File: src/rtl/asoc_pkg.sv
`timescale 1ns / 1ps
// ----------------------------------------------------------------------------
// asoc_pkg: shared types and constants
// Field widths, table entry layout, pipeline tag and result formats for the
// actuator scale / offset / clamp block.
// ----------------------------------------------------------------------------
package asoc_pkg;

  localparam int MAX_ACTUATORS = 4096;
  localparam int POS_W         = $clog2(MAX_ACTUATORS);
  localparam int ADDR_W        = POS_W + 1;            // bank bit + position
  localparam int TBL_DEPTH     = 2 * MAX_ACTUATORS;

  localparam int COUNT_W  = 13;
  localparam int VALUE_W  = 40;
  localparam int SCALE_W  = 32;
  localparam int LIMIT_W  = 16;
  localparam int CMD_W    = 16;
  localparam int CLIP_W   = 14;
  localparam int FRAC_W   = 16;
  localparam int MODE_W   = 2;

  localparam int IN_DATA_W  = 160;
  localparam int OUT_DATA_W = 48;
  localparam int OUT_PAD_W  = OUT_DATA_W - (CMD_W + POS_W + 2 + CLIP_W);

  localparam int CFG_ADDR_W = 2;
  localparam int CFG_DATA_W = COUNT_W;

  localparam int FIFO_DEPTH = 16;
  localparam int FIFO_PTR_W = $clog2(FIFO_DEPTH);
  localparam int CREDIT_W   = FIFO_PTR_W + 1;

  localparam logic [CLIP_W-1:0] CLIP_SAT = '1;

  typedef enum logic [MODE_W-1:0] {
    MODE_WRITE  = 2'd0,
    MODE_SAMPLE = 2'd1,
    MODE_COMMIT = 2'd2
  } mode_t;

  typedef enum logic [CFG_ADDR_W-1:0] {
    REG_ACT_COUNT = 2'd0,
    REG_SCALE_EN  = 2'd1,
    REG_OFFSET_EN = 2'd2
  } cfg_reg_t;

  typedef struct packed {
    logic        [LIMIT_W-1:0] hi_lim;
    logic        [LIMIT_W-1:0] lo_lim;
    logic signed [VALUE_W-1:0] offset;
    logic signed [SCALE_W-1:0] scale;
  } entry_t;

  localparam int ENTRY_W = $bits(entry_t);

  typedef struct packed {
    logic [POS_W-1:0] pos;
    logic             first;
    logic             last;
  } tag_t;

  typedef struct packed {
    logic              last;
    logic [CLIP_W-1:0] clip;
    logic              hi;
    logic              lo;
    logic [POS_W-1:0]  num;
    logic [CMD_W-1:0]  cmd;
  } result_t;

endpackage

File: src/rtl/asoc_out_fifo.sv
`timescale 1ns / 1ps
// ----------------------------------------------------------------------------
// asoc_out_fifo: result buffer
// Holds finished results until the downstream side takes them. Space is
// reserved upstream, so a push always finds room.
// ----------------------------------------------------------------------------
module asoc_out_fifo import asoc_pkg::*; (
  input  logic    clk,
  input  logic    rst,
  input  logic    push,
  input  result_t push_data,
  input  logic    pop,
  output logic    out_valid,
  output result_t out_data
);

  result_t                mem [FIFO_DEPTH];
  logic [FIFO_PTR_W-1:0]  wr_ptr;
  logic [FIFO_PTR_W-1:0]  rd_ptr;
  logic [FIFO_PTR_W:0]    count;

  assign out_valid = (count != '0);
  assign out_data  = mem[rd_ptr];

  always_ff @(posedge clk) begin
    if (rst) begin
      wr_ptr <= '0;
      rd_ptr <= '0;
      count  <= '0;
    end else begin
      if (push) begin
        wr_ptr <= wr_ptr + FIFO_PTR_W'(1);
      end
      if (pop) begin
        rd_ptr <= rd_ptr + FIFO_PTR_W'(1);
      end
      count <= count + (FIFO_PTR_W+1)'(push) - (FIFO_PTR_W+1)'(pop);
    end
  end

  always_ff @(posedge clk) begin
    if (push) begin
      mem[wr_ptr] <= push_data;
    end
  end

endmodule

File: config.mk
export PLATFORM = sky130hd
export DESIGN_NAME = asoc_out_fifo
export DESIGN_NICKNAME = d
export VERILOG_FILES = /design/src/rtl/asoc_pkg.sv /design/src/rtl/asoc_out_fifo.sv
export SDC_FILE = /design/constraint.sdc
export NUM_CORES = 1
export LEC_CHECK = 0
export BUFFER_PORTS_ARGS = -buffer_cell sky130_fd_sc_hd__buf_2
export CORE_AREA = 2 2 171 341
export DETAILED_ROUTE_END_ITERATION = 8
export DIE_AREA = 0 0 173 343
export GPL_ROUTABILITY_DRIVEN = 0
export HOLD_SLACK_MARGIN = 0.15
export PLACE_DENSITY = 0.75
export SYNTH_ARGS = -nofsm -noshare
export SYNTH_HDL_FRONTEND = slang
export SYNTH_SLANG_ARGS = --single-unit
File: constraint.sdc
create_clock -name clk -period 3.5 [get_ports clk]
set_input_delay 0.35 -clock clk [delete_from_list [all_inputs] [get_ports clk]]
set_output_delay 0.35 -clock clk [all_outputs]
set_load 0.03 [all_outputs]
======== Word-level counts from Yosys, hierarchy flattened ========
Memory sizes are Yosys's and may differ from the RTL's. A register that Yosys moved wholly into a read port is not among the register bits.
Cells that the tools add are included.
word-level totals
  flip-flop bits (word level) ............. 13
  bits in writable memories ............... 720
  output and inout bits ................... 46
  word-level logic and storage cells ...... 13
  memories ................................ 1
memories
  name  depth  bits a word  rd ports  clocked after Yosys merged registers in  write ports  RTL line             RTL
  mem   16     45           1         1                                        1            asoc_out_fifo.sv:17  result_t mem [FIFO_DEPTH];
operators by class
  add/subtract/negate cells ............... 4
  muxes and demuxes ....................... 4
  reductions and logical operators ........ 1
operators with widths
  cell                                                           count
  4-bit by 1-bit adder with 4-bit output, second input constant  2
  4-bit 2-to-1 mux                                               2
  5-bit by 1-bit adder with 5-bit output                         1
  5-bit nonzero test                                             1
  5-bit by 1-bit subtractor with 5-bit output                    1
  1-bit 2-to-1 mux                                               2

======== Logic depth before layout (Yosys ltp) ========
  depth after elaboration ................. 3
  depth in mapped cells ................... 9
  gate-level depth less buffers ........... 9

======== Worst setup path after synthesis ========
Ideal clock, no wire load.
  kind .................................... in2reg
  start ................................... input port push
  end ..................................... memory mem[0][0] (netlist name) (enable)
  library setup time ...................... 0.407 ns
  arrival time ............................ 2.008 ns
  setup slack ............................. 1.085 ns
  stages on the path ...................... 3
  cells stage by stage .................... clkbuf_1 -> nor3b_1 -> and2_1
on the way
  word-level cells in the longest chain between the ends .. 2
RTL lines
  item                                    RTL line             RTL
  start: declaration                      asoc_out_fifo.sv:10  input logic push,
  1-bit 2-to-1 mux                        asoc_out_fifo.sv:42  if (push) begin
  1-bit 2-to-1 mux (not written as such)  asoc_out_fifo.sv:43  mem[wr_ptr] <= push_data;
  end: declaration                        asoc_out_fifo.sv:17
No other way between the ends.

==> reports/results.ini <==
[synth]
synth_top_area_cell = edfxtp_1
synth_area_um2 = 28100
synthCells = 1195
synth_edf_count = 720
synth_nets = 1256
seq_area_frac_synth = 0.782
ys_ff_latch = 737
synth.most_common_cell = edfxtp_1
synth_commonest_cells = edfxtp_1, mux4_2, a22oi_1
synthTopCellsByArea = edfxtp_1, mux4_2, mux4_1, a22oi_1, dfxtp_1
ys.warnings.count = 0
ys_async_sr_fraction = 0
synth_top_flop_cell = edfxtp_1
syn_avg_cell_area_um2 = 23.5
synth_top_area_frac = 0.770
synth_cell_type_count = 29

[critical_path]
path_class = flop to output port
worstPathArrival_ps = 2770
cp_max_fo = 50
required_ps = 3150
cp-start-kind = flop
crit_path_end_kind = output port

[sta]
setup_viol = 0
rsz0062_at_grt = no
timing.slew.headroom = 0.404
hold_violations = 0
setup_tns_ps = 0
slew_violations = 0
period_share = 0.891
fmax_ghz = 0.321
post-route-worst-setup-slack_ps = 382
min_period_ps = 3120
timing_worst_slew_pin_value_ps = 894
finalClockSkew_ps = 22.5

[global_routing]
grt_start_max_net_pins = 80
grt_remaining_overflow = 0
grt_pass1_vias = 14000
track_usage = 0.210
grt_pass1_wl_mm = 91.0
antenna_found_initial = 2

[place]
pre_cts_ws_ps = 977
placed_area_um2 = 29600
dpl.hpwl_mm = 30.6
io_buffers = 94
dp.cells = 2025

[floorplanning]
initial_utilization = 0.495
die_area_um2 = 59300
rows = 124
core_area_um2 = 56800
die_x_um = 173
die_h_um = 343
ioPinCount = 95

[clock_tree]
cts_hold_buf = 46
postCtsResizedCells = 0
clkSlewWorstSetupHoldPaths_ps = 60
cts_sinks = 737
numCtsBuffers = 66
cts_tree = built
cts-root-buf = clkbuf_16
cts_setup_buffers = 0
clk_path_buf_depth = 3
htreeDepth = 3
clock_latency_ps = 590

[run]
maxCapViolations = 0

[drt]
finalWirelength_mm = 61.4
vias = 13300
drtAntennaViolNets = 0
drc = 0
drt_iter0_drc = 1551
routedWlPerCell_um = 28.1
firstDrtPassIters = 5
viasPerCell = 6.07

[worst_hold_path]
hold_path_class = input pin to flop

[cells_and_area]
fin_area_um2 = 32200
area.growth.synth_to_final_pct = 14.7
finalNonFillerCells = 2187
layout.nets = 1444
drive_gt1_frac = 0.252

[power]
p_per_area_nw_per_um2 = 575
leakagePower_nw = 10.3
vdd_drop_max_uv = 509
total_power_mw = 18.5

[outcome]
status = finished, final reports clean

## area by class of cell
type                       count  area [um2]
fill                        4074       24600
inverter                       8        30.0
clock buffer                  90        1860
clock inverter                25         255
sequential                   737       22000
timing repair buffer         181        1450
tap                          756         946
multi-input combinational    389        5710
antenna                        1        2.50
## worst max-delay path, stage by stage, from the launching register on
cell	delay (ps)
dfxtp_4	610
buf_12	380
mux4_1	640
a22oi_1	210
nand2_1	90
buf_2	180
## cell families after synthesis
logic type,share of synthesized area
buffers and inverters,0.0166
XOR/XNOR,0.00281
AO/OA/AOI/OAI,0.0250
multiplexers,0.154
AND/OR/NAND/NOR,0.0147
adder cells (fa/ha/maj),0.00561
flip-flops,0.782
## flip-flops by register name (all words and copies together), names as in the netlist, named ones only
| register | count |
|---|---|
| wr_ptr | 4 |
| rd_ptr | 4 |
| count | 5 |
| mem | 720 |
## power by group
| group | switching (mW) | total [mW] | internal [mW] |
|---|---|---|---|
| sequential | 0.0574 | 9.87 | 9.82 |
| clock | 3.03 | 7.12 | 4.10 |
| combinational | 0.877 | 1.53 | 0.653 |
| total | 3.96 | 18.5 | 14.6 |
## cells in the final DEF, fill, tap and decap left out, types with 17 or more instances in the layout
master / n
mux4_2: 116
buf_2: 94
edfxtp_1: 720
clkbuf_16: 71
nand2_1: 48
clkbuf_1: 18
a22oi_1: 90
and2_2: 17
buf_12: 17
buf_4: 24
dlygate4sd3_1: 46
mux4_1: 64
## worst paths after layout
path,slack [ps],end,depth (start not counted),from
min,170,rd_ptr[0],3,pop
max reg2reg,1390,count[4],9,count[0]
max,380,out_data[34],5,flop
min reg2reg,540,flop,2,rd_ptr[1]
## metrics by stage
step           hold slack (ps)  utilization
6_report                   170        0.567
4_1_cts                    161        0.567
3_3_place_gp               525        0.522
5_1_grt                    172        0.567
3_5_place_dp               546        0.522
2_1_floorplan              419            -
## per-layer routing
layer,global-route usage,vias to the layer above,wire length [um]
li1,-,5504,-
met1,0.273,6954,22800
met2,0.358,691,31800
met3,0.0442,114,5320
met4,0.0637,2,1480
met5,0,-,11
Power figures use the tool's default switching activity.
