==> src/rtl/asoc_ram.sv <==
`timescale 1ns / 1ps
// ----------------------------------------------------------------------------
// asoc_ram: generic simple dual-port RAM
// One write port, one read port, registered read data.
// ----------------------------------------------------------------------------
module asoc_ram #(
  parameter int WIDTH = 8,
  parameter int DEPTH = 16
) (
  input  logic                     clk,
  input  logic                     we,
  input  logic [$clog2(DEPTH)-1:0] waddr,
  input  logic [WIDTH-1:0]         wdata,
  input  logic [$clog2(DEPTH)-1:0] raddr,
  output logic [WIDTH-1:0]         rdata
);

  logic [WIDTH-1:0] mem [DEPTH];

  always_ff @(posedge clk) begin
    if (we) begin
      mem[waddr] <= wdata;
    end
    rdata <= mem[raddr];
  end

endmodule

==> config.mk <==
export PLATFORM = sky130hd
export DESIGN_NAME = asoc_ram
export DESIGN_NICKNAME = d
export VERILOG_FILES = /design/src/rtl/asoc_ram.sv
export SDC_FILE = /design/constraint.sdc
export NUM_CORES = 1
export LEC_CHECK = 0
export CAP_MARGIN = 25
export CORE_ASPECT_RATIO = 1.1
export CORE_MARGIN = 5
export CORE_UTILIZATION = 48
export CTS_CLUSTER_DIAMETER = 80
export DETAILED_ROUTE_END_ITERATION = 8
export DONT_BUFFER_PORTS = 1
export HOLD_SLACK_MARGIN = 0.06
export PLACE_DENSITY = 0.66
export SLEW_MARGIN = 5
export SYNTH_ARGS = -nofsm -noshare
export SYNTH_HDL_FRONTEND = slang
export SYNTH_SLANG_ARGS = --single-unit
==> constraint.sdc <==
create_clock -name clk -period 1.75 [get_ports clk]
set_clock_uncertainty 0.15 [all_clocks]
set_input_delay 0.0875 -clock clk [delete_from_list [all_inputs] [get_ports clk]]
set_output_delay 0.0875 -clock clk [all_outputs]
set_load 0.02 [all_outputs]
### Yosys cells after proc, flatten, opt, wreduce, memory -nomap -nowiden

Memories as Yosys holds them, arrays and structs flattened. A register that Yosys moved wholly into a read port is not among the register bits.
Index checks and enable logic that the tools add are counted.

* muxes and demuxes: 2

Operators with widths (number)
* two-way mux 1 bit: 2

* register bits: 0
* memory bits (writable): 128
* output and inout port bits: 8
* logic and storage cells: 3
* memories: 1

Memory list
* mem: depth 16, width 8, read ports 1, clocked after Yosys merged registers in 1, write ports 1, RTL line 18 `logic [WIDTH-1:0] mem [DEPTH];`

### Depth between registers and ports, before layout

Gate-level depths: netlist of run 1.

* depth in word-level cells: 2
* depth in mapped cells: 5
* depth with buffers taken out: 3

### Least setup slack after synthesis of run 1

OpenSTA, ideal clock, no wires.

* kind: input-to-reg
* start point: input waddr[2]
* end point: memory mem[0][0] (enable)
* setup time: 0.383 ns
* arrival time: 1.197 ns
* data required time: 1.217 ns
* setup slack: 0.020 ns
* stages on the path: 2
* path buffers: 0
* cells stage by stage: or3b_2 nor3_1

RTL lines
* start, declared: RTL line 12 `input logic [$clog2(DEPTH)-1:0] waddr,`
* end, declared: RTL line 18

No word-level cell before the write port.

### Final worst setup path of run 1

* start point: input waddr[0]
* end point: memory mem[0][6] (enable)

No word-level cell before the write port.

==> run summary, run 1 <==
After clock tree synthesis, the clock-pin slew on the worst setup and hold paths is 50 ps. The synthesized design contains 136 register bits. The run finished, with violations left. The final worst hold slack is -115 ps. The tools report the origin of the critical flop-to-flop path as mem[1][1]. The endpoint identified for the worst register-to-register timing path is rdata[1].

For the area of the core, the log shows 0.0104 mm². The number of antenna violations at the first check in global routing came out at 0. The checks that failed: hold timing. The average instance in the mapped netlist occupies 22.5 µm². The worst hold path begins at raddr[0]. The analysis attributes to cell leakage a power of 2.04 nW.

In this run the register-to-register setup slack is 180 ps. The vias per cell works out to 5.67. The H-tree was split into 4 levels.

The number of cells traversed by the worst register-to-register path is 3, and the portion of the post-synthesis area used by sequential elements is 0.778. The area growth from synthesis to layout is 18.5%. The tools report the switching power summed over all nets as 1.42 mW. Tracing the worst setup path back leads to its startpoint at waddr[0].

The final hold violation count was 8; the total detailed-routing wirelength was 10.0 mm. Number of core rows: 39. Setup repair after global routing left no endpoint under its margin. Global routing finished with a remaining overflow of 0.

In this run, distinct cell masters in the synthesized netlist total 19. The sequential cell fraction of total power was 0.499; the transition time of the tightest slew-check pin was 568 ps. The worst hold path belongs to the class input port to register. The fraction of layout instances using a drive strength above 1 was 0.229; the synthesized netlist net count was 247. The maximum buffer depth of the clock tree came out at 2.

Summing all multi-input logic gate instances after layout gives 0.00106 mm². The number of gates resized after CTS was 0. 0 antenna diodes ended up in the layout. Entering global routing, the biggest net connects 33 pins.

The logs give 289 for the number of nets at the end of the flow and 7.40 mW for the overall power after layout. The worst slew margin relative to its limit was 0.620. The first detailed-routing pass ran for 5 iterations.

The share of the cycle needed by the critical path after routing came out at 0.978. Path type of the worst setup path: input port to register. Hold repair after CTS inserted 13 buffers. The full die area was 0.0129 mm²; the number of filler cells placed in the layout was 773. The max-cap check violation count was 0. Endpoint class of the critical path: a register. The root buffer cell chosen for the clock tree is sky130_fd_sc_hd__clkbuf_16. The worst hold path was traced through 3 stages.

The tools report the category of the worst setup path launch point as an input port. Setup violations remaining at the end of the flow were counted as 0. For the total global-route track usage, the log shows 0.170.

For the combinational share of power, the log shows 0.038. Across the VDD grid, the largest voltage drop is 531 µV. The effective utilization at floorplan came out at 0.493. In the final timing run, aggregate negative setup slack is 0 ps. The endpoint required time on the critical path is 1710 ps, and the switching power as a share of total power is 0.191.

Input and output buffers added on the ports amount to 0. The shortest clock period the worst path allows after layout came out at 1710 ps. TritonCTS built the clock tree. Measured along the x axis, the die boundary spans 109 µm. The peak fanout along the critical path is 8, and the cell-internal power is 5.99 mW.

The cell type with the largest total area after synthesis was sky130_fd_sc_hd__edfxtp_1. For this design the top-level I/O count stands at 26. The first global-routing pass estimated 15.4 mm of wire.

STA puts the critical path data arrival time at 1670 ps. Number of pins exceeding their max-slew limit in the final report: 0. For this design, the sink count on the clock tree is 136. Post-CTS timing repair inserted 0 buffers for setup. After technology mapping, the gate count stands at 229. The number of buffers created by CTS came out at 17. With fillers left out, the area of the finished cells amounts to 0.00610 mm².

The clock reaches the later pin of the worst-skew pair after 410 ps. The post-DP HPWL was 5.91 mm; the netlist area before placement was 0.00515 mm². At the end of routability-driven placement, the weighted congestion stood at 0.691.

In the post-synthesis netlist, the biggest area contributors are sky130_fd_sc_hd__edfxtp_1 75%, sky130_fd_sc_hd__mux4_2 7.9%, sky130_fd_sc_hd__mux4_1 7.1%, sky130_fd_sc_hd__dfxtp_1 3.1%, sky130_fd_sc_hd__a22oi_1 2.3%. After detailed routing, the number of remaining DRC violations is 0. The final route contains 2422 vias. The detailed-route wire length per cell came out at 23.5 µm. For this design the ratio of total power to cell area is 1210 mW/mm². The sequential cells in the finished layout cover a total of 0.00400 mm². The placed instances occupy a cell area of 0.00539 mm². The via count of the first global-routing pass is 2546, and the area fraction of the dominant cell type after synthesis is 0.747.

The logs give 0.462 for the clock network power share and 585 MHz for the maximum clock rate. For this block, the initial DRC count from the detailed router was 167. The path with the worst hold slack has its endpoint at rdata[2]. In this run the remaining antenna-violating nets after routing total 0. The Yosys step of the flow raised 0 warnings. From bottom edge to top edge, the die measures 119 µm.
==> layout by cell type (no fill, tap or decap), types with 2 or more instances in the layout <==
cell type,netlist,layout
sky130_fd_sc_hd__clkinv_2,0,4
sky130_fd_sc_hd__clkbuf_1,0,3
sky130_fd_sc_hd__bufinv_16,0,3
sky130_fd_sc_hd__nand2b_1,2,2
sky130_fd_sc_hd__buf_4,1,20
sky130_fd_sc_hd__a22oi_1,16,16
sky130_fd_sc_hd__nor3_1,4,4
sky130_fd_sc_hd__nand2_1,9,9
sky130_fd_sc_hd__mux4_2,18,18
sky130_fd_sc_hd__clkbuf_16,0,17
sky130_fd_sc_hd__nor2_1,13,13
sky130_fd_sc_hd__edfxtp_1,128,128
sky130_fd_sc_hd__dfxtp_1,8,8
sky130_fd_sc_hd__nand3b_1,2,2
sky130_fd_sc_hd__dlygate4sd3_1,0,12
sky130_fd_sc_hd__clkinv_1,0,4
sky130_fd_sc_hd__mux4_1,14,14
==> cells in the mapped netlist <==
master and count:
sky130_fd_sc_hd__edfxtp_1 128, sky130_fd_sc_hd__buf_4 1, sky130_fd_sc_hd__and2_1 1, sky130_fd_sc_hd__nand3b_1 2
sky130_fd_sc_hd__or3b_2 1, sky130_fd_sc_hd__mux4_2 18, sky130_fd_sc_hd__a22oi_1 16, sky130_fd_sc_hd__nor2b_1 1
sky130_fd_sc_hd__buf_2 3, sky130_fd_sc_hd__nand3_1 1, sky130_fd_sc_hd__clkdlybuf4s25_2 3, sky130_fd_sc_hd__nor3_1 4
sky130_fd_sc_hd__nand2_1 9, sky130_fd_sc_hd__mux4_1 14, sky130_fd_sc_hd__nand2b_1 2, sky130_fd_sc_hd__buf_6 3
sky130_fd_sc_hd__dfxtp_1 8, sky130_fd_sc_hd__and2b_1 1, sky130_fd_sc_hd__nor2_1 13
==> worst max-delay path, cell delays in order <==
cell,delay [ps]
sky130_fd_sc_hd__dlygate4sd3_1,630
sky130_fd_sc_hd__nor3_1,190
sky130_fd_sc_hd__dlygate4sd3_1,570
sky130_fd_sc_hd__buf_4,180
==> metrics by stage <==
stage | instances | utilization | setup WS [ps]
2_1_floorplan | 229 | - | 19.6
3_3_place_gp | 382 | 0.516 | 254
3_5_place_dp | 382 | 0.516 | 224
4_1_cts | 427 | 0.584 | 85.0
5_1_grt | 427 | 0.584 | 19.7
6_report | 427 | 0.584 | 39.3
==> flip-flops by register name, indices dropped and copies added (netlist names) <==
signal,flops
mem,128
rdata,8
==> power groups by stage <==
stage	sequential, mW	combinational, mW	clock (mW)
CTS	3.70	0.287	3.47
finish	3.70	0.285	3.42
global route	3.70	0.309	3.62
global placement	3.76	0.201	0
floorplan	3.75	0.185	0
detailed placement	3.77	0.203	0
==> worst max path at each step <==
stage                            to  slack, ps  cells past startpoint
after detailed placement   rdata[1]        220                      3
after global routing      mem[0][1]         20                      4
after global placement     rdata[0]        250                      3
final                     mem[0][6]         40                      4
after floorplan           mem[0][0]         20                      2
after CTS                 mem[0][3]         80                      4
==> cell type report <==
cell class,instances,area share
clock buffer,20,0.0716
clock inverter,12,0.0217
multi-input combinational,83,0.173
sequential,136,0.656
tap,143,0.0293
timing repair buffer,33,0.0476
==> metal layers <==
layer  vias up  GRT usage  part of all wire  wire length (µm)
met5         -          0                 0                 0
met4         0     0.0695             0.015               155
met1      1262      0.231              0.42              4260
li1       1057          -                 -                 -
met3        12     0.0458             0.060               605
met2        91      0.260              0.50              5020
==> cell families (layout without fill, tap and decap cells) <==
group / Yosys count / after routing / share of synthesized area
AOI/OAI and AO/OA: 16 / 16 / 0.0233
DFF: 136 / 136 / 0.778
muxes: 32 / 32 / 0.150
buffers and inverters: 10 / 65 / 0.0168
and+or+nand+nor: 35 / 35 / 0.0318
No activity file was read; power rests on OpenSTA's default activity.
==> run 2: changes to the inputs <==
- CELL_PAD_IN_SITES_DETAIL_PLACEMENT: not set -> 1
- CELL_PAD_IN_SITES_GLOBAL_PLACEMENT: not set -> 2
- CORE_UTILIZATION: 48 -> 45
- PLACE_DENSITY: 0.66 -> 0.75
==> run 2 against run 1 <==
  * The flow still finishes with violations (hold timing)
  * Fmax is 2.5% higher
  * Worst setup slack improved by 43 ps
  * Count of clock-buffer cells in the layout increased by 3
  * Sequential power about the same
  * Flip-flop and latch count stayed put
  * Global-route usage increased by 0.47 points
  * Final cell count up 1.4%
  * Largest power group unchanged
==> run summary, run 2 (synthesis results as in run 1) <==
The flow ran to the end, but the final reports show violations. Violated checks: hold timing (unchanged). The cell seen most often among critical-path stages was sky130_fd_sc_hd__dlygate4sd3_1 (unchanged). The peak ir drop on the vdd network was 647 µV (was 531 µV); the maximum clock rate was 599 MHz (was 585 MHz).

For the number of antenna violations at the first check in global routing, the log shows 0 (unchanged). Number of standard cells in the layout, taps in and fillers out: 433 (was 427). The total instance count after detailed placement came out at 387 (was 382). Final worst hold slack: -128 ps (was -115 ps). Top register by number of flip-flops: mem (unchanged). The path type of the worst setup path is input port to register (unchanged). The tools report the number of filler cells placed in the layout as 989 (was 773). Weighted congestion at the end of routability-driven global placement: 0.723 (was 0.691). The logs give 410 ps (about the same) for the worst-skew pair later-pin latency and 0.174 (was 0.170) for the total global-route track usage.

Most crowded layer after global routing: met2 (unchanged). The post-DP HPWL was 6.69 mm (was 5.91 mm). The total via count after detailed routing is 2430 (was 2422). The category of the worst setup path launch point is an input port (unchanged).

The final hold violation count is 8 (unchanged). The clock-pin slew of the registers on the worst-case setup and hold paths works out to 50 ps (about the same). The met2 usage is 0.277 (was 0.260), and the number of buffers added on ports is 0 (unchanged). The number of remaining DRC errors is 0 (unchanged), and the number of detailed-routing iterations run before antenna repair is 4 (was 5). The leakage power is 2.03 nW (was 2.04 nW).

The via count of the first global-routing pass is 2611 (was 2546), and the effective utilization at floorplan is 0.454 (was 0.493). The peak fanout along the critical path is 8 (unchanged), and the critical path buffer and inverter count is 3 (unchanged). The total number of clock tree sinks was 136 (unchanged). The tools report the full die area as 0.0137 mm² (was 0.0129 mm²). The vias per cell was 5.61 (was 5.67).

The post-CTS setup buffer count is 0 (unchanged), and the largest net degree at the start of global routing is 33 (unchanged). The die extent in x was 112 µm (was 109 µm); the share of the cycle needed by the critical path after routing was 0.953 (was 0.978). The flip-flop count of the largest register, all copies and words added was 128 (unchanged); the global-route wire length before repair was 16.7 mm (was 15.4 mm).

TritonCTS built the clock tree. The tools report the maximum buffer depth of the clock tree as 2 (unchanged). H-tree depth: 4 (unchanged). For the met3 routing resource usage after global routing, the log shows 0.0507 (was 0.0458). Type of the tightest min-delay check: input port to register (unchanged). The global-route congestion overflow total was 0 (unchanged).

The number of core rows came out at 41 (was 39). Ordered list of cells on the worst path: dlygate4sd3_1 > nand3b_1 > nor3_2 > dlygate4sd3_1 > buf_4 (was dlygate4sd3_1 > nor3_1 > dlygate4sd3_1 > buf_4). Largest registers ranked by flip-flop count: mem x128, rdata x8 (unchanged).

The count of hold-fix buffers inserted at cts is 14 (was 13), and the final setup violation count is 0 (unchanged). The detailed-route wire length per cell was 25.3 µm (was 23.5 µm); the number of routed nets with antenna violations was 0 (unchanged). The fraction of layout instances using a drive strength above 1 was 0.237 (was 0.229). Most common library cell in the layout ignoring fill and taps: sky130_fd_sc_hd__edfxtp_1 (unchanged). The tools report the endpoint class of the critical path as a register (unchanged). The endpoint required time on the critical path came out at 1710 ps (about the same). For the max-cap check violation count, the log shows 0 (unchanged).

Setup repair after global routing left no endpoint under its margin. Worst slew margin relative to its limit: 0.578 (was 0.620). The die span in y came out at 122 µm (was 119 µm).

The met1 routing resource usage after global routing is 0.233 (was 0.231), and the count of antenna diodes in the layout is 0 (unchanged). The sum of negative setup slack is 0 ps (unchanged), and the number of buffers created by CTS is 17 (unchanged). The run gives 181 (was 167) as the count of routing violations after the opening detailed-route iteration. Transition time of the tightest slew-check pin: 630 ps (was 568 ps). The highest-delay cell along the critical path is sky130_fd_sc_hd__dlygate4sd3_1 (unchanged). The post-route worst setup slack was 81.8 ps (was 39.3 ps); the post-synthesis to final-layout area growth was 18.6% (was 18.5%). Most frequent cells in the layout: 128 x sky130_fd_sc_hd__edfxtp_1, 18 x sky130_fd_sc_hd__mux4_2, 18 x sky130_fd_sc_hd__buf_4 (was 128 x sky130_fd_sc_hd__edfxtp_1, 20 x sky130_fd_sc_hd__buf_4, 18 x sky130_fd_sc_hd__mux4_2). The signal arrival time at the worst endpoint is 1630 ps (was 1670 ps), and the number of nets at the end of the flow is 288 (was 289). The top-level port count is 26 (unchanged), and the shortest clock period the worst path allows after layout is 1670 ps (was 1710 ps).

Area of the core: 0.0113 mm² (was 0.0104 mm²). Gate family responsible for the most delay along the worst path: buffers and inverters (unchanged). The setup slack after placement came out at 259 ps (was 224 ps). The areal power density over the cells is 1210 mW/mm² (about the same). The number of pins exceeding their max-slew limit in the final report is 0 (unchanged), and the largest incremental delay on the critical path is 560 ps (was 630 ps). Cell at the root of the clock tree: sky130_fd_sc_hd__clkbuf_16 (unchanged). Total detailed-routing wirelength: 11.0 mm (was 10.0 mm).
run 2: worst min-delay path, cell delays in order:
cell and delay [ps]:
sky130_fd_sc_hd__mux4_2 190, sky130_fd_sc_hd__a22oi_1 60, sky130_fd_sc_hd__nand2_1 60
run 2: final cells by class:
cell class | count | area (µm²) | share of cell area
Clock buffer | 23 | 468 | 0.0766
Clock inverter | 9 | 100 | 0.0164
Multi-Input combinational cell | 83 | 1060 | 0.174
Sequential cell | 136 | 4000 | 0.656
Tap cell | 150 | 188 | 0.0307
Timing Repair Buffer | 32 | 285 | 0.0467
run 2: path summary, 6_finish.rpt:
check | endpoint | slack, ps | startpoint | cells after the start
max | mem[4][1] | 80 | we | 5
min | rdata[3] | -130 | raddr[0] | 3
max reg2reg | rdata[7] | 220 | mem[3][7] | 3
min reg2reg | rdata[1] | 530 | mem[12][1] | 3
run 2: through the flow:
| stage | power [mW] | area (µm²) | utilization |
|---|---|---|---|
| after floorplan | 3.94 | 5150 | - |
| after global placement | 3.97 | 5380 | 0.475 |
| after detailed placement | 3.98 | 5380 | 0.475 |
| after CTS | 7.45 | 6100 | 0.538 |
| after global routing | 7.64 | 6110 | 0.539 |
| final | 7.39 | 6110 | 0.539 |
run 2: metal layers:
layer,vias up,share of wire
li1,1053,-
met1,1312,0.45
met2,54,0.50
met4,0,0.010
met3,11,0.038
met5,-,0
run 2: report_power, final:
group / internal, mW / switching (mW)
Sequential: 3.65 / 0.0542
Clock: 2.16 / 1.24
Combinational: 0.136 / 0.157
run 2: what timing repair did:
action | 4_1_cts | 5_1_grt
hold endpoints to repair | 191 | 8
endpoints found under the setup margin | 0 | 2
gates resized for setup | 0 | 1
