### config.mk
export PLATFORM = sky130hd
export DESIGN_NAME = asoc_datapath
export DESIGN_NICKNAME = d
export VERILOG_FILES = /design/src/rtl/asoc_pkg.sv /design/src/rtl/asoc_datapath.sv
export SDC_FILE = /design/constraint.sdc
export NUM_CORES = 2
export LEC_CHECK = 0
export BUFFER_PORTS_ARGS = -buffer_cell sky130_fd_sc_hd__buf_4
export CAP_MARGIN = 20
export CORE_MARGIN = 3
export CORE_UTILIZATION = 50
export DETAILED_ROUTE_END_ITERATION = 10
export PLACE_DENSITY = 0.64
export SYNTH_ARGS = -nofsm -noshare
export SYNTH_HDL_FRONTEND = slang
export SYNTH_SLANG_ARGS = --single-unit
### constraint.sdc
create_clock -name clk -period 16.9 [get_ports clk]
set_clock_uncertainty 0.2 [all_clocks]
set_input_delay 0 -clock clk [delete_from_list [all_inputs] [get_ports clk]]
set_output_delay 0 -clock clk [all_outputs]
set_load 0.005 [all_outputs]
### src/rtl/asoc_pkg.sv
`timescale 1ns / 1ps
// ----------------------------------------------------------------------------
// asoc_pkg: shared types and constants
// Field widths, table entry layout, pipeline tag and result formats for the
// actuator scale / offset / clamp block.
// ----------------------------------------------------------------------------
package asoc_pkg;

  localparam int MAX_ACTUATORS = 4096;
  localparam int POS_W         = $clog2(MAX_ACTUATORS);
  localparam int ADDR_W        = POS_W + 1;            // bank bit + position
  localparam int TBL_DEPTH     = 2 * MAX_ACTUATORS;

  localparam int COUNT_W  = 13;
  localparam int VALUE_W  = 40;
  localparam int SCALE_W  = 32;
  localparam int LIMIT_W  = 16;
  localparam int CMD_W    = 16;
  localparam int CLIP_W   = 14;
  localparam int FRAC_W   = 16;
  localparam int MODE_W   = 2;

  localparam int IN_DATA_W  = 160;
  localparam int OUT_DATA_W = 48;
  localparam int OUT_PAD_W  = OUT_DATA_W - (CMD_W + POS_W + 2 + CLIP_W);

  localparam int CFG_ADDR_W = 2;
  localparam int CFG_DATA_W = COUNT_W;

  localparam int FIFO_DEPTH = 16;
  localparam int FIFO_PTR_W = $clog2(FIFO_DEPTH);
  localparam int CREDIT_W   = FIFO_PTR_W + 1;

  localparam logic [CLIP_W-1:0] CLIP_SAT = '1;

  typedef enum logic [MODE_W-1:0] {
    MODE_WRITE  = 2'd0,
    MODE_SAMPLE = 2'd1,
    MODE_COMMIT = 2'd2
  } mode_t;

  typedef enum logic [CFG_ADDR_W-1:0] {
    REG_ACT_COUNT = 2'd0,
    REG_SCALE_EN  = 2'd1,
    REG_OFFSET_EN = 2'd2
  } cfg_reg_t;

  typedef struct packed {
    logic        [LIMIT_W-1:0] hi_lim;
    logic        [LIMIT_W-1:0] lo_lim;
    logic signed [VALUE_W-1:0] offset;
    logic signed [SCALE_W-1:0] scale;
  } entry_t;

  localparam int ENTRY_W = $bits(entry_t);

  typedef struct packed {
    logic [POS_W-1:0] pos;
    logic             first;
    logic             last;
  } tag_t;

  typedef struct packed {
    logic              last;
    logic [CLIP_W-1:0] clip;
    logic              hi;
    logic              lo;
    logic [POS_W-1:0]  num;
    logic [CMD_W-1:0]  cmd;
  } result_t;

endpackage

### src/rtl/asoc_datapath.sv
`timescale 1ns / 1ps
// ----------------------------------------------------------------------------
// asoc_datapath: scale, offset, round and clamp pipeline
// Split 40x32 multiply, floor and saturate, offset add with rounding,
// truncation toward zero, clamp and per-frame clip count.
// ----------------------------------------------------------------------------
module asoc_datapath import asoc_pkg::*; (
  input  logic                      clk,
  input  logic                      rst,
  input  logic                      scale_en,
  input  logic                      offset_en,
  input  logic                      in_valid,
  input  tag_t                      in_tag,
  input  logic signed [VALUE_W-1:0] in_value,
  input  entry_t                    entry,
  output logic                      out_valid,
  output result_t                   out_res
);

  localparam int SPLIT  = VALUE_W / 2;
  localparam int PPH_W  = SCALE_W + (VALUE_W - SPLIT);
  localparam int PPL_W  = SCALE_W + SPLIT + 1;
  localparam int PROD_W = VALUE_W + SCALE_W;
  localparam int SH_W   = PROD_W - FRAC_W;
  localparam int T_W    = VALUE_W + 2;
  localparam int R_W    = T_W - FRAC_W;

  localparam logic signed [VALUE_W-1:0] VAL_MAX  = {1'b0, {(VALUE_W-1){1'b1}}};
  localparam logic signed [VALUE_W-1:0] VAL_MIN  = {1'b1, {(VALUE_W-1){1'b0}}};
  localparam logic signed [T_W-1:0]     HALF     = T_W'(1) <<< (FRAC_W - 1);
  localparam logic signed [T_W-1:0]     FRAC_ONE = (T_W'(1) <<< FRAC_W) - T_W'(1);

  // stage 1: partial products
  logic                      s1_valid;
  tag_t                      s1_tag;
  logic signed [VALUE_W-1:0] s1_value;
  logic signed [VALUE_W-1:0] s1_offset;
  logic [LIMIT_W-1:0]        s1_lo_lim;
  logic [LIMIT_W-1:0]        s1_hi_lim;
  logic signed [PPH_W-1:0]   s1_pp_hi;
  logic signed [PPL_W-1:0]   s1_pp_lo;
  logic signed [PPH_W-1:0]   pp_hi_next;
  logic signed [PPL_W-1:0]   pp_lo_next;

  // stage 2: product floored to Q40.16
  logic                      s2_valid;
  tag_t                      s2_tag;
  logic signed [VALUE_W-1:0] s2_value;
  logic signed [VALUE_W-1:0] s2_offset;
  logic [LIMIT_W-1:0]        s2_lo_lim;
  logic [LIMIT_W-1:0]        s2_hi_lim;
  logic signed [SH_W-1:0]    s2_prod;
  logic signed [PROD_W-1:0]  prod_next;

  // stage 3: saturated, scale selected
  logic                      s3_valid;
  tag_t                      s3_tag;
  logic signed [VALUE_W-1:0] s3_x;
  logic signed [VALUE_W-1:0] s3_offset;
  logic [LIMIT_W-1:0]        s3_lo_lim;
  logic [LIMIT_W-1:0]        s3_hi_lim;
  logic signed [VALUE_W-1:0] sat_next;
  logic signed [VALUE_W-1:0] x_next;

  // stage 4: offset plus one half
  logic                      s4_valid;
  tag_t                      s4_tag;
  logic signed [T_W-1:0]     s4_t;
  logic [LIMIT_W-1:0]        s4_lo_lim;
  logic [LIMIT_W-1:0]        s4_hi_lim;
  logic signed [T_W-1:0]     t_next;

  // stage 5: integer, truncated toward zero
  logic                      s5_valid;
  tag_t                      s5_tag;
  logic signed [R_W-1:0]     s5_r;
  logic [LIMIT_W-1:0]        s5_lo_lim;
  logic [LIMIT_W-1:0]        s5_hi_lim;
  logic signed [T_W-1:0]     t_adj;

  // clamp and clip count
  logic [CLIP_W-1:0]         clip_total;
  logic [CLIP_W-1:0]         clip_base;
  logic [CLIP_W:0]           clip_sum;
  logic [CLIP_W-1:0]         clip_new;
  logic                      lo_hit;
  logic                      hi_hit;
  logic [CMD_W-1:0]          cmd;

  // v = v_hi * 2^SPLIT + v_lo, v_lo unsigned
  assign pp_hi_next = entry.scale * $signed(in_value[VALUE_W-1:SPLIT]);
  assign pp_lo_next = entry.scale * $signed({1'b0, in_value[SPLIT-1:0]});

  assign prod_next = (PROD_W'(s1_pp_hi) <<< SPLIT) + PROD_W'(s1_pp_lo);

  always_comb begin
    if (s2_prod[SH_W-1:VALUE_W-1] == '0 || s2_prod[SH_W-1:VALUE_W-1] == '1) begin
      sat_next = s2_prod[VALUE_W-1:0];
    end else if (s2_prod[SH_W-1]) begin
      sat_next = VAL_MIN;
    end else begin
      sat_next = VAL_MAX;
    end
    x_next = scale_en ? sat_next : s2_value;
  end

  assign t_next = T_W'(s3_x) + (offset_en ? T_W'(s3_offset) : T_W'(0)) + HALF;

  // negative: add 1 - 2^-16 before the arithmetic shift
  assign t_adj = s4_t[T_W-1] ? (s4_t + FRAC_ONE) : s4_t;

  always_comb begin
    lo_hit = s5_r < R_W'($signed({1'b0, s5_lo_lim}));
    hi_hit = s5_r > R_W'($signed({1'b0, s5_hi_lim}));
    cmd    = s5_r[CMD_W-1:0];
    if (hi_hit) begin
      cmd = s5_hi_lim;
    end else if (lo_hit) begin
      cmd = s5_lo_lim;
    end
    clip_base = s5_tag.first ? '0 : clip_total;
    clip_sum  = {1'b0, clip_base} + (CLIP_W+1)'(lo_hit) + (CLIP_W+1)'(hi_hit);
    clip_new  = (clip_sum > (CLIP_W+1)'(CLIP_SAT)) ? CLIP_SAT : clip_sum[CLIP_W-1:0];
  end

  always_ff @(posedge clk) begin
    if (rst) begin
      s1_valid   <= 1'b0;
      s2_valid   <= 1'b0;
      s3_valid   <= 1'b0;
      s4_valid   <= 1'b0;
      s5_valid   <= 1'b0;
      clip_total <= '0;
    end else begin
      s1_valid <= in_valid;
      s2_valid <= s1_valid;
      s3_valid <= s2_valid;
      s4_valid <= s3_valid;
      s5_valid <= s4_valid;
      if (s5_valid) begin
        clip_total <= clip_new;
      end
    end
  end

  always_ff @(posedge clk) begin
    s1_tag    <= in_tag;
    s1_value  <= in_value;
    s1_offset <= entry.offset;
    s1_lo_lim <= entry.lo_lim;
    s1_hi_lim <= entry.hi_lim;
    s1_pp_hi  <= pp_hi_next;
    s1_pp_lo  <= pp_lo_next;

    s2_tag    <= s1_tag;
    s2_value  <= s1_value;
    s2_offset <= s1_offset;
    s2_lo_lim <= s1_lo_lim;
    s2_hi_lim <= s1_hi_lim;
    s2_prod   <= prod_next[PROD_W-1:FRAC_W];

    s3_tag    <= s2_tag;
    s3_x      <= x_next;
    s3_offset <= s2_offset;
    s3_lo_lim <= s2_lo_lim;
    s3_hi_lim <= s2_hi_lim;

    s4_tag    <= s3_tag;
    s4_t      <= t_next;
    s4_lo_lim <= s3_lo_lim;
    s4_hi_lim <= s3_hi_lim;

    s5_tag    <= s4_tag;
    s5_r      <= t_adj[T_W-1:FRAC_W];
    s5_lo_lim <= s4_lo_lim;
    s5_hi_lim <= s4_hi_lim;
  end

  assign out_valid    = s5_valid;
  assign out_res.last = s5_tag.last;
  assign out_res.clip = clip_new;
  assign out_res.hi   = hi_hit;
  assign out_res.lo   = lo_hit;
  assign out_res.num  = s5_tag.pos;
  assign out_res.cmd  = cmd;

endmodule

* Yosys cells after proc, flatten, opt, wreduce, memory -nomap -nowiden
Index checks and enable logic that the tools add are counted.
** Word-level totals
- Register bits after elaboration :: 718
- Input port bits :: 163
- Output and inout port bits :: 46
- Word-level logic and storage cells :: 66
** Operators by class
- Add/subtract/negate cells :: 6
- Multiply operators :: 2
- $lt $le $gt $ge :: 3
- Equal/unequal tests :: 1
- Mux-type cells :: 9
- Reductions and logical operators :: 2
** Operators by type and width (count)
- 40-bit 2-to-1 mux :: 3
- 42-bit by 17-bit adder with 42-bit output, second input constant :: 2
- 72-bit by 53-bit adder with 72-bit output :: 1
- 32-bit by 21-bit multiplier with 53-bit output :: 1
- 32-bit by 20-bit multiplier with 52-bit output :: 1
- 40-bit by 42-bit adder with 42-bit output :: 1
- 42-bit 2-to-1 mux :: 1
- 41-bit 2-to-1 mux :: 1
- 16-bit 2-to-1 mux :: 2
- 14-bit 2-to-1 mux :: 2
- 26-bit by 17-bit > comparator with 1-bit output :: 1
- 26-bit by 17-bit < comparator with 1-bit output :: 1
- 17-bit equality test, second input constant :: 1
- 17-bit zero test :: 1
- 14-bit by 1-bit adder with 15-bit output :: 1
- 15-bit by 1-bit adder with 15-bit output :: 1
- 15-bit by 14-bit > comparator with 1-bit output, second input constant :: 1
- 1-bit logical OR :: 1

* Longest topological paths before layout
- Word-level depth :: 5
- Mapped depth :: 27
- Depth with buffers taken out :: 26

* Worst setup path after synthesis
OpenSTA, ideal clock, no wires.
- Path kind :: input to register
- Start point :: input entry[31] (netlist name)
- End point :: register s1_pp_lo[52]
- Library setup time :: 0.121 ns
- Arrival time :: 6.444 ns
- Data required time :: 16.579 ns
- Path slack :: 10.136 ns
- Stages :: 21
- Buffers on the path :: 2
- Cells stage by stage :: clkbuf_1 > clkbuf_1 > nand2_1 > fa_1 > inv_1 > fa_1 > fa_1 > fa_1 > inv_1 > fa_1 > fa_1 > inv_1 > fa_1 > ha_1 > a2111oi_0 > nand2_1 > o31ai_4 > o21ai_2 > nor4_2 > nor3_2 > xnor2_1
** Between the ends
- Longest elaborated chain between the ends :: 1
** RTL lines
- start, declared :: line asoc_datapath.sv:15 : input entry_t entry,
- 32-bit by 21-bit multiplier with 53-bit output :: line asoc_datapath.sv:92 : assign pp_lo_next = entry.scale * $signed({1'b0, in_value[SPLIT-1:0]});
- via pp_lo_next[52] :: line asoc_datapath.sv:43 : logic signed [PPL_W-1:0] pp_lo_next;
- end signal, assigned :: line asoc_datapath.sv:153 : s1_pp_lo <= pp_lo_next;
- end, declared :: line asoc_datapath.sv:41 : logic signed [PPL_W-1:0] s1_pp_lo;
The timed path passes the listed nets, and every way through them passes these cells.
A chain may end at the register's enable or synchronous reset.

* Worst setup path in the final report
- Start point :: input in_value[3]
- End point :: register s1_pp_lo[52]
** Between the ends
- Longest elaborated chain between the ends :: 1
** RTL lines
- start, declared :: line asoc_datapath.sv:14 : input logic signed [VALUE_W-1:0] in_value,
- 32-bit by 21-bit multiplier with 53-bit output :: line asoc_datapath.sv:92
- via pp_lo_next[52] :: line asoc_datapath.sv:43
The timed path passes the listed nets, and every way through them passes these cells.

==> results.yml <==
clocking:
  cts_buffer_depth: 3
  path_clk_slew_ns: 0.06
  root_buffer: "clkbuf_16"
  numCtsBuffers: 71
  cts_tree: "yes"
  clock_latency_ns: 0.62
  cts_setup_buffers: 0
  ctsHtreeMaxLevel: 3
  clkSinkCount: 702
  post_cts_resized: 0
  hold_buffers: 220
worst_hold_path:
  worst_hold_path.endpoint: "s3_valid$_SDFF_PP0_"
  hold_depth: 3
  hp-start: "rst"
  min_path_type: "primary input to flip-flop"
logic_synthesis:
  yosysSeqAreaShare: 0.2089
  synthFlopType: "dfxtp_1"
  syn-cell-area_um2: 67280
  syn_avg_cell_area_um2: 9.797
  synth.most_common_cell: "inv_1"
  syn_nets: 8730
  synth_edf_count: 0
  yosys.area.top_type_share: 0.3788
  ys_warn_count: 0
  yosysTopAreaCell: "fa_1"
  ys_async_sr_fraction: 0
  syn-instance-count: 6868
  synth-seq-cells: 702
  ys_top_cells_by_area: "fa_1 (38%), dfxtp_1 (21%), ha_1 (7.9%), inv_1 (7.9%), and2_1 (6.6%)"
  synth_cell_types: 92
  synth_top_cells_by_count: "inv_1 (1415), fa_1 (1273), nand2_1 (728), and2_1 (711), dfxtp_1 (702)"
final_layout:
  num-nets-final: 8921
  syn_to_final_growth_pct: 10.78
  drive_gt1_frac: 0.05468
worst_setup_path:
  rr_startpoint: "s5_hi_lim[1]$_DFF_P_"
  crit_type: "primary input to flip-flop"
  cp_data_required_time_ns: 17.17
  rr_worst_depth: 20
  cp-end-kind: "flip-flop"
  worstPathMaxFanout: 33
  max_stage_delay_ns: 0.71
  cp-start-kind: "primary input"
  cp_common_cell: "fa_1"
  cp.arrival_ns: 7.69
  reg2reg_slack_ns: 12.34
  regToRegEndpoint: "clip_total[11]$_SDFFE_PP0P_"
  slowest_stage: "fa_1"
  path_cells: "dlygate4sd3_1 -> buf_4 -> and2_1 -> fa_1 -> inv_1 -> fa_1 -> inv_1 -> fa_1 -> inv_1 -> fa_1 -> inv_1 -> fa_1 -> fa_1 -> fa_1 -> ha_1 -> a21o_1 -> a2111oi_0 -> nand2_1 -> o31ai_4 -> o21ai_2 -> nor4_2 -> nor3_2 -> xnor2_1"
sta:
  max_slew.worst_pin.slew_ns: 0.9532
  slew_violations: 0
  fmax_mhz: 134.8
  slew_headroom: 0.3626
  rsz0062_at_grt: "no"
  hold_viol_final: 0
  post-route-min-period_ns: 7.416
  finalSetupViolCount: 0
  fin_setup_tns_ns: 0
  fin_crit_sh: 0.4388
drt:
  wl_um: 169900
  wl_per_cell_um: 19.14
  drt-initial-drc-count: 2455
  avgViaCountPerCell: 5.193
  drcViolationCount: 0
  vias: 46090
  ant_nets: 0
  dr.pass1.iters: 5
die:
  num_rows: 133
  die_w_um: 372.8
  die_h_um: 372.8
  start_util: 0.5080
  io_pins: 209
  core_area_um2: 132500
  dieArea_um2: 139000
placed_design:
  dp_hpwl_um: 123600
  numPortBuffers: 208
  gp_congestion: 0.8794
global_routing:
  grt_remaining_overflow: 0
  grt_max_degree: 43
  grt_pass1_vias: 50720
  grt_pass1_wl_um: 275700
  grt_usage: 0.2506
  antenna_found_initial: 13
job:
  drv_cap: 0
outcome:
  status: "complete, no violations"
worst max path at each step:
stage	start	endpoint	slack, ns
final	in_value[3]	s1_pp_lo[52]$_DFF_P_	9.48
after global routing	in_value[22]	s1_pp_hi[51]$_DFF_P_	9.06
after CTS	in_value[22]	s1_pp_hi[51]$_DFF_P_	9.46
after detailed placement	entry[31]	s1_pp_lo[52]$_DFF_P_	9.36
after global placement	entry[31]	s1_pp_hi[51]$_DFF_P_	9.46
after floorplan	entry[31]	s1_pp_lo[52]$_DFF_P_	10.14
critical path, delay by kind of cell:
family | cells | cell delay (ns)
buffers and inverters | 6 | 1.32
adders and majority gates | 8 | 4.25
AOI/OAI and AO/OA | 4 | 1.20
and+or+nand+nor | 4 | 0.74
xor gates and xnor gates | 1 | 0.13
placed cells by master (no fill, tap or decap), drive strengths merged, types with 64 or more instances in the layout:
cell,instances
dfxtp,702
a21oi,194
inv,1418
and2,711
o21ai,91
xnor2,152
fa,1273
dlygate4sd3,220
a21o,120
ha,426
clkbuf,91
buf,213
nand2,728
xor2,64
nor2,179
cell families (layout without fill, tap and decap cells):
logic type	after synthesis	count (layout)	synth area share
XOR/XNOR	216	216	0.02812
buffers and inverters	1731	1977	0.09763
multiplexers	42	42	0.006285
AO/OA/AOI/OAI	600	600	0.06094
other	0	6	0
adder cells (fa/ha/maj)	1699	1699	0.4580
AND/OR/NAND/NOR	1878	1878	0.1402
flip-flops	702	702	0.2089
final cells by class:
class,instances,area [um2]
Timing Repair Buffer,433,3801
Antenna cell,6,15.01
Sequential cell,702,14050
Inverter,1416,5315
Multi-Input combinational cell,4435,46680
Fill cell,11670,57920
Clock buffer,91,1953
Tap cell,1755,2196
Clock inverter,37,529.3
stage by stage:
step | area, um2 | util | hold slack, ns | std cells | worst slack (ns)
2_1_floorplan | 67280 | - | -0.1723 | 6868 | 10.14
6_report | 74540 | 0.5627 | 0.06684 | 8875 | 9.484
5_1_grt | 74530 | 0.5626 | 0.05838 | 8870 | 9.060
3_3_place_gp | 69840 | 0.5272 | -0.09551 | 8521 | 9.463
3_5_place_dp | 69840 | 0.5272 | -0.09456 | 8521 | 9.358
4_1_cts | 74520 | 0.5626 | 0.02789 | 8869 | 9.458
state kept, by name (all words and copies together) (netlist names), 26 cells and up:
register   flops
s2_prod       56
s1_pp_hi      52
s4_t          42
s1_offset     40
s1_value      40
s2_offset     40
s2_value      40
s3_offset     40
s3_x          40
s1_pp_lo      37
s5_r          26
per-layer routing:
metal / share of wire / track usage / up-vias
met2: 0.48 / 0.4232 / 1411
met4: 0.044 / 0.09755 / 0
met5: 0 / 0 / -
met1: 0.41 / 0.3221 / 23380
met3: 0.064 / 0.04258 / 350
li1: - / - / 20950
Power is not shown: default switching activity piles up to over one toggle a cycle in this logic, so the estimate is an artifact.
